===== config.mk =====
export PLATFORM = sky130hd
export DESIGN_NAME = bcps_ctrl
export DESIGN_NICKNAME = d
export VERILOG_FILES = /design/src/rtl/bcps_pkg.sv /design/src/rtl/bcps_ctrl.sv
export SDC_FILE = /design/constraint.sdc
export NUM_CORES = 1
export LEC_CHECK = 0
export ABC_AREA = 1
export BUFFER_PORTS_ARGS = -buffer_cell sky130_fd_sc_hd__buf_2
export CAP_MARGIN = 20
export CORE_AREA = 8 8 45 47
export DETAILED_ROUTE_END_ITERATION = 16
export DIE_AREA = 0 0 53 55
export PLACE_DENSITY_LB_ADDON = 0.3
export SYNTH_ARGS = -nofsm -noshare
export SYNTH_HDL_FRONTEND = slang
export SYNTH_SLANG_ARGS = --single-unit

===== constraint.sdc =====
create_clock -name clk_i -period 1 [get_ports clk_i]
set_input_delay 0.15 -clock clk_i [delete_from_list [all_inputs] [get_ports clk_i]]
set_output_delay 0.15 -clock clk_i [all_outputs]
set_load 0.05 [all_outputs]

===== src/rtl/bcps_pkg.sv =====
// Shared types, constants and codes of the best-candidate point sampler.
package bcps_pkg;

  localparam int GRID_SIDE_DEF  = 32;
  localparam int CELL_SLOTS_DEF = 8;
  localparam int TABLE_SIZE_DEF = 4096;
  localparam int COORD_BITS_DEF = 16;

  localparam int IO_COORD_W = 16;
  localparam int TARGET_W   = 13;
  localparam int INDEX_W    = 12;
  localparam int DIST_W     = 32;
  localparam int STATUS_W   = 2;

  localparam logic [TARGET_W-1:0] TARGET_RESET = 13'd4096;
  localparam logic [DIST_W-1:0]   DIST_NONE    = '1;

  localparam logic CMD_EVAL  = 1'b0;
  localparam logic CMD_CLEAR = 1'b1;

  localparam logic [STATUS_W-1:0] STAT_OK     = 2'd0;
  localparam logic [STATUS_W-1:0] STAT_NOGRID = 2'd1;
  localparam logic [STATUS_W-1:0] STAT_FULL   = 2'd2;

  // neighbour offsets run 0..2 for -1, 0, +1
  localparam logic [1:0] NB_LAST = 2'd2;

  typedef enum logic [2:0] {
    ST_SWEEP,
    ST_IDLE,
    ST_SCAN,
    ST_DRAIN,
    ST_FILL_RD,
    ST_COMMIT
  } bcps_state_e;

  typedef struct packed {
    logic       sweep_en;
    logic       take;
    logic       scan_en;
    logic [1:0] du;
    logic [1:0] dv;
    logic       best_upd;
    logic       fill_rd;
    logic       commit;
    logic       clear_regs;
  } bcps_cmd_t;

  typedef struct packed {
    logic sweep_done;
    logic pipe_busy;
    logic last;
    logic out_free;
  } bcps_stat_t;

endpackage


===== src/rtl/bcps_ctrl.sv =====
// Controller state machine: clearing pass, neighbour scan, round commit.
module bcps_ctrl (
  input  logic                clk_i,
  input  logic                rst_ni,
  input  logic                in_valid_i,
  input  logic                command_i,
  output logic                in_stall_o,
  output bcps_pkg::bcps_cmd_t cmd_o,
  input  bcps_pkg::bcps_stat_t stat_i
);

  bcps_pkg::bcps_state_e state_q, state_d;
  logic [1:0] du_q, du_d;
  logic [1:0] dv_q, dv_d;

  always_ff @(posedge clk_i or negedge rst_ni) begin
    if (!rst_ni) begin
      state_q <= bcps_pkg::ST_SWEEP;
      du_q    <= '0;
      dv_q    <= '0;
    end else begin
      state_q <= state_d;
      du_q    <= du_d;
      dv_q    <= dv_d;
    end
  end

  always_comb begin
    state_d    = state_q;
    du_d       = du_q;
    dv_d       = dv_q;
    in_stall_o = 1'b1;
    cmd_o      = '0;
    cmd_o.du   = du_q;
    cmd_o.dv   = dv_q;
    unique case (state_q)
      bcps_pkg::ST_SWEEP: begin
        cmd_o.sweep_en = 1'b1;
        if (stat_i.sweep_done) begin
          state_d = bcps_pkg::ST_IDLE;
        end
      end
      bcps_pkg::ST_IDLE: begin
        in_stall_o = 1'b0;
        if (in_valid_i) begin
          if (command_i == bcps_pkg::CMD_CLEAR) begin
            cmd_o.clear_regs = 1'b1;
            state_d          = bcps_pkg::ST_SWEEP;
          end else begin
            cmd_o.take = 1'b1;
            du_d       = '0;
            dv_d       = '0;
            state_d    = bcps_pkg::ST_SCAN;
          end
        end
      end
      bcps_pkg::ST_SCAN: begin
        cmd_o.scan_en = 1'b1;
        if (dv_q == bcps_pkg::NB_LAST) begin
          dv_d = '0;
          du_d = du_q + 2'd1;
          if (du_q == bcps_pkg::NB_LAST) begin
            state_d = bcps_pkg::ST_DRAIN;
          end
        end else begin
          dv_d = dv_q + 2'd1;
        end
      end
      bcps_pkg::ST_DRAIN: begin
        // wait for the distance pipeline to empty, then judge the candidate
        if (!stat_i.pipe_busy) begin
          cmd_o.best_upd = 1'b1;
          state_d = stat_i.last ? bcps_pkg::ST_FILL_RD : bcps_pkg::ST_IDLE;
        end
      end
      bcps_pkg::ST_FILL_RD: begin
        cmd_o.fill_rd = 1'b1;
        state_d       = bcps_pkg::ST_COMMIT;
      end
      bcps_pkg::ST_COMMIT: begin
        // hold until the output register can take the word
        if (stat_i.out_free) begin
          cmd_o.commit = 1'b1;
          state_d      = bcps_pkg::ST_IDLE;
        end
      end
      default: begin
        state_d = bcps_pkg::ST_IDLE;
      end
    endcase
  end

endmodule


==> impl_results.md <==
- P per Cell Area: 3526 nW/um^2
- Antenna violations before repair: 0
- Internal: ~1.8 mW
- Number of global-route vias before repair: 693
- Class of the most critical setup path: flip-flop to primary output
- DR vias/cell: roughly 4.8
- Met1 Routed Length: between 600 and 700 um
- Top delay family on crit path: flip-flops
- Htree depth: 1
- Initial Util: a little under two fifths
- Top Layer Used: met4
- # IOs: 20
- Clock Sink Count: 7
- Area grow syn2layout: 104.4%
- Startpoint Class: flip-flop
- # fillers: 94
- Fin cells: between 100 and 150
- Final net count: 132
- Commonest non-fill, non-tap cells in the layout: 19 x buf_4, 17 x nand2_1, 8 x buf_6
- Fin crit share: 140.1%
- Netlist Area Pre-Place: roughly 510 sq um
- WL/cell: 11.95 um
- Mapped Cells: 76
- 1st-pass router iterations: 4
- Antenna cells: 0
- Minimum clock period: 1.401 ns
- Net Sw Frac: slightly above 50%
- Synth cell types: 16
- Post-DP HPWL: 1158 um
- Vias: about 660
- Synth warnings: 0
- Crit Path Max Fanout: 3
- Pin count of the biggest net entering global routing: 8
- Final Hold Viols: 0
- Logic pwr share: 77.3%
- Sequential power share: between 10% and 20%
- Total power: ~3.7 mW
- GP Congestion: roughly 0.81
- Fin area: between 1000 and 1500 sq um
- CTS root buf: clkbuf_4
- Most common cell after layout, fill and taps aside: buf_4
- Final setup violation count: 18
- Starting DRT DRC Count: 9
- Num rows: 14
- Synthesized Nets: 85
- WP buf/inv: 3
- Clk pwr share: 7.0%
- Share of post-route cells with drive strength above 1: roughly 66%
- TNS Setup: -5.050 ns
- FF/Latch Area: between 150 and 200 sq um
- Placement Cell Area: 788.3 sq um
- WL met3: 96 um
- CTS tree: yes
- RSZ-0062 raised after global routing: true
- Worst slew margin: 83.08%
- Flops & latches, synth: 7
- Core area: 1384 sq um
- Clk buf depth: 2
- Multi-input logic area: 376.6 sq um
- Register area share after synthesis: 34.15%
- CP endpoint kind: primary output
- Residual DRC count: 0
- CTS clk-pin slew, worst paths: 0.06 ns
- Final Slew Violations: 0
- Post-layout utilization of the core: between 70% and 80%
- Post-layout worst setup margin: -0.4012 ns
- Worst hold path type: primary input to flip-flop
- Worst path slowest cell: dfrtp_1
- Final Skew: 0.003913 ns
- Failing checks: negative setup slack
- CP Cell Sequence: inv_2, nand2_2, nor2_2, nand3_2, clkinvlp_4, buf_8
- WHS: 0.1753 ns
- Full die area: between 2000 and 3000 sq um
- Max_cap viols: 0
- P_sw: 1.878 mW
- Worst path max stage delay: 0.41 ns
- Height of the die: roughly 55 um
- Grt ovf: 0
- Die width: about 53 um
- Status: finished with violations
- Final WL: around 1600 um
- Placed insts: about 130
- GRT Overall Usage: approximately an eighth
- Port buffer count: 19
- Routed Antenna Nets: 0
- First-pass GRT wire length: approximately 2700 um
- DR WL met2: between 900 and 1000 um
- CP required: 0.85 ns
- Worst-Skew Late Latency: approximately 0.25 ns
- Maximum VDD drop: approximately 0.0023 V
- Worst EP arrival: between 1 and 1.5 ns
- Worst-Margin Slew: 0.2512 ns
- Place WS: -0.2732 ns
- Leak: about 0.52 nW
- Fmax achieved: roughly 710 MHz
- Inserted Clock Buffers: 3
- Mean Syn Cell Area: 6.750 sq um
[synth_stat cells]
library cell | count | area share, %
nor2_4 | 3 | 6.6
dfrtp_1 | 7 | 34
nor3_1 | 1 | 0.97
nand3_2 | 1 | 2.0
nand3_1 | 8 | 7.8
nand4_1 | 2 | 2.4
nor2_1 | 10 | 7.3
nor2_2 | 3 | 3.7
nand2_4 | 1 | 2.2
inv_2 | 4 | 2.9
inv_1 | 10 | 7.3
nand2_1 | 19 | 14
ha_1 | 1 | 2.4
a21oi_1 | 2 | 2.0
nand2_2 | 2 | 2.4
o21ai_0 | 2 | 2.0
[power groups by stage]
stage	combinational [mW]	sequential [mW]	clock [mW]
2_1_floorplan	1.20	0.800	0
3_3_place_gp	2.14	0.533	0
3_5_place_dp	2.16	0.536	0
4_1_cts	2.70	0.557	0.266
5_1_grt	3.07	0.593	0.296
6_report	2.86	0.578	0.260
[final timing paths]
| path | from | to | slack [ns] | cells past startpoint |
|---|---|---|---|---|
| worst max register to register | state_q[2]$_DFFE_PN0P_ | du_q[1]$_DFFE_PN0P_ | -0.30 | 9 |
| min in group asynchronous | rst_ni | dv_q[1]$_DFFE_PN0P_ | 0.26 | 2 |
| worst min register to register | du_q[1]$_DFFE_PN0P_ | du_q[1]$_DFFE_PN0P_ | 0.54 | 2 |
| worst min-delay path | stat_i[0] | state_q[2]$_DFFE_PN0P_ | 0.18 | 4 |
| worst max-delay path | state_q[2]$_DFFE_PN0P_ | cmd_o[9] | -0.40 | 6 |
| max in group asynchronous | rst_ni | du_q[0]$_DFFE_PN0P_ | 0.57 | 2 |
[routing by layer]
metal / vias to the layer above / GRT usage (%)
met1: 304 / 12.15
li1: 333 / -
met5: - / 0
met3: 2 / 5.348
met2: 17 / 23.63
met4: 0 / 3.017
[layout make-up]
cell class,count,area share [%]
clock inverter,1,0.4773
timing repair buffer,42,36.52
multi-input combinational,55,35.92
sequential,7,17.42
inverter,14,5.609
tap,16,1.909
clock buffer,3,2.148
[repair_timing]
item / CTS / global route
setup buffers: 5 / 5
cloned: 0 / 0
endpoints found under the setup margin: 19 / 19
endpoints found under the hold margin: 7 / 0
gates resized for setup: 41 / 8
pin swaps: 4 / 3
hold buffers: 1 / 0
[kinds of logic after synthesis]
logic type                 Yosys count  share of synthesized area, %
and+or+nand+nor                     50                         49.27
adders and majority gates            1                         2.439
DFF                                  7                         34.15
buffers and inverters               14                         10.24
AOI/OAI and AO/OA                    4                         3.903
[registers in the layout, indices dropped and copies added (netlist names)]
signal	count
du_q	2
dv_q	2
state_q	3
[worst min-delay path, delay by kind of cell]
kind                   cells  cell delay [ns]
and+or+nand+nor            2             0.09
buffers and inverters      2             0.15
No activity file was read; power rests on OpenSTA's default activity.
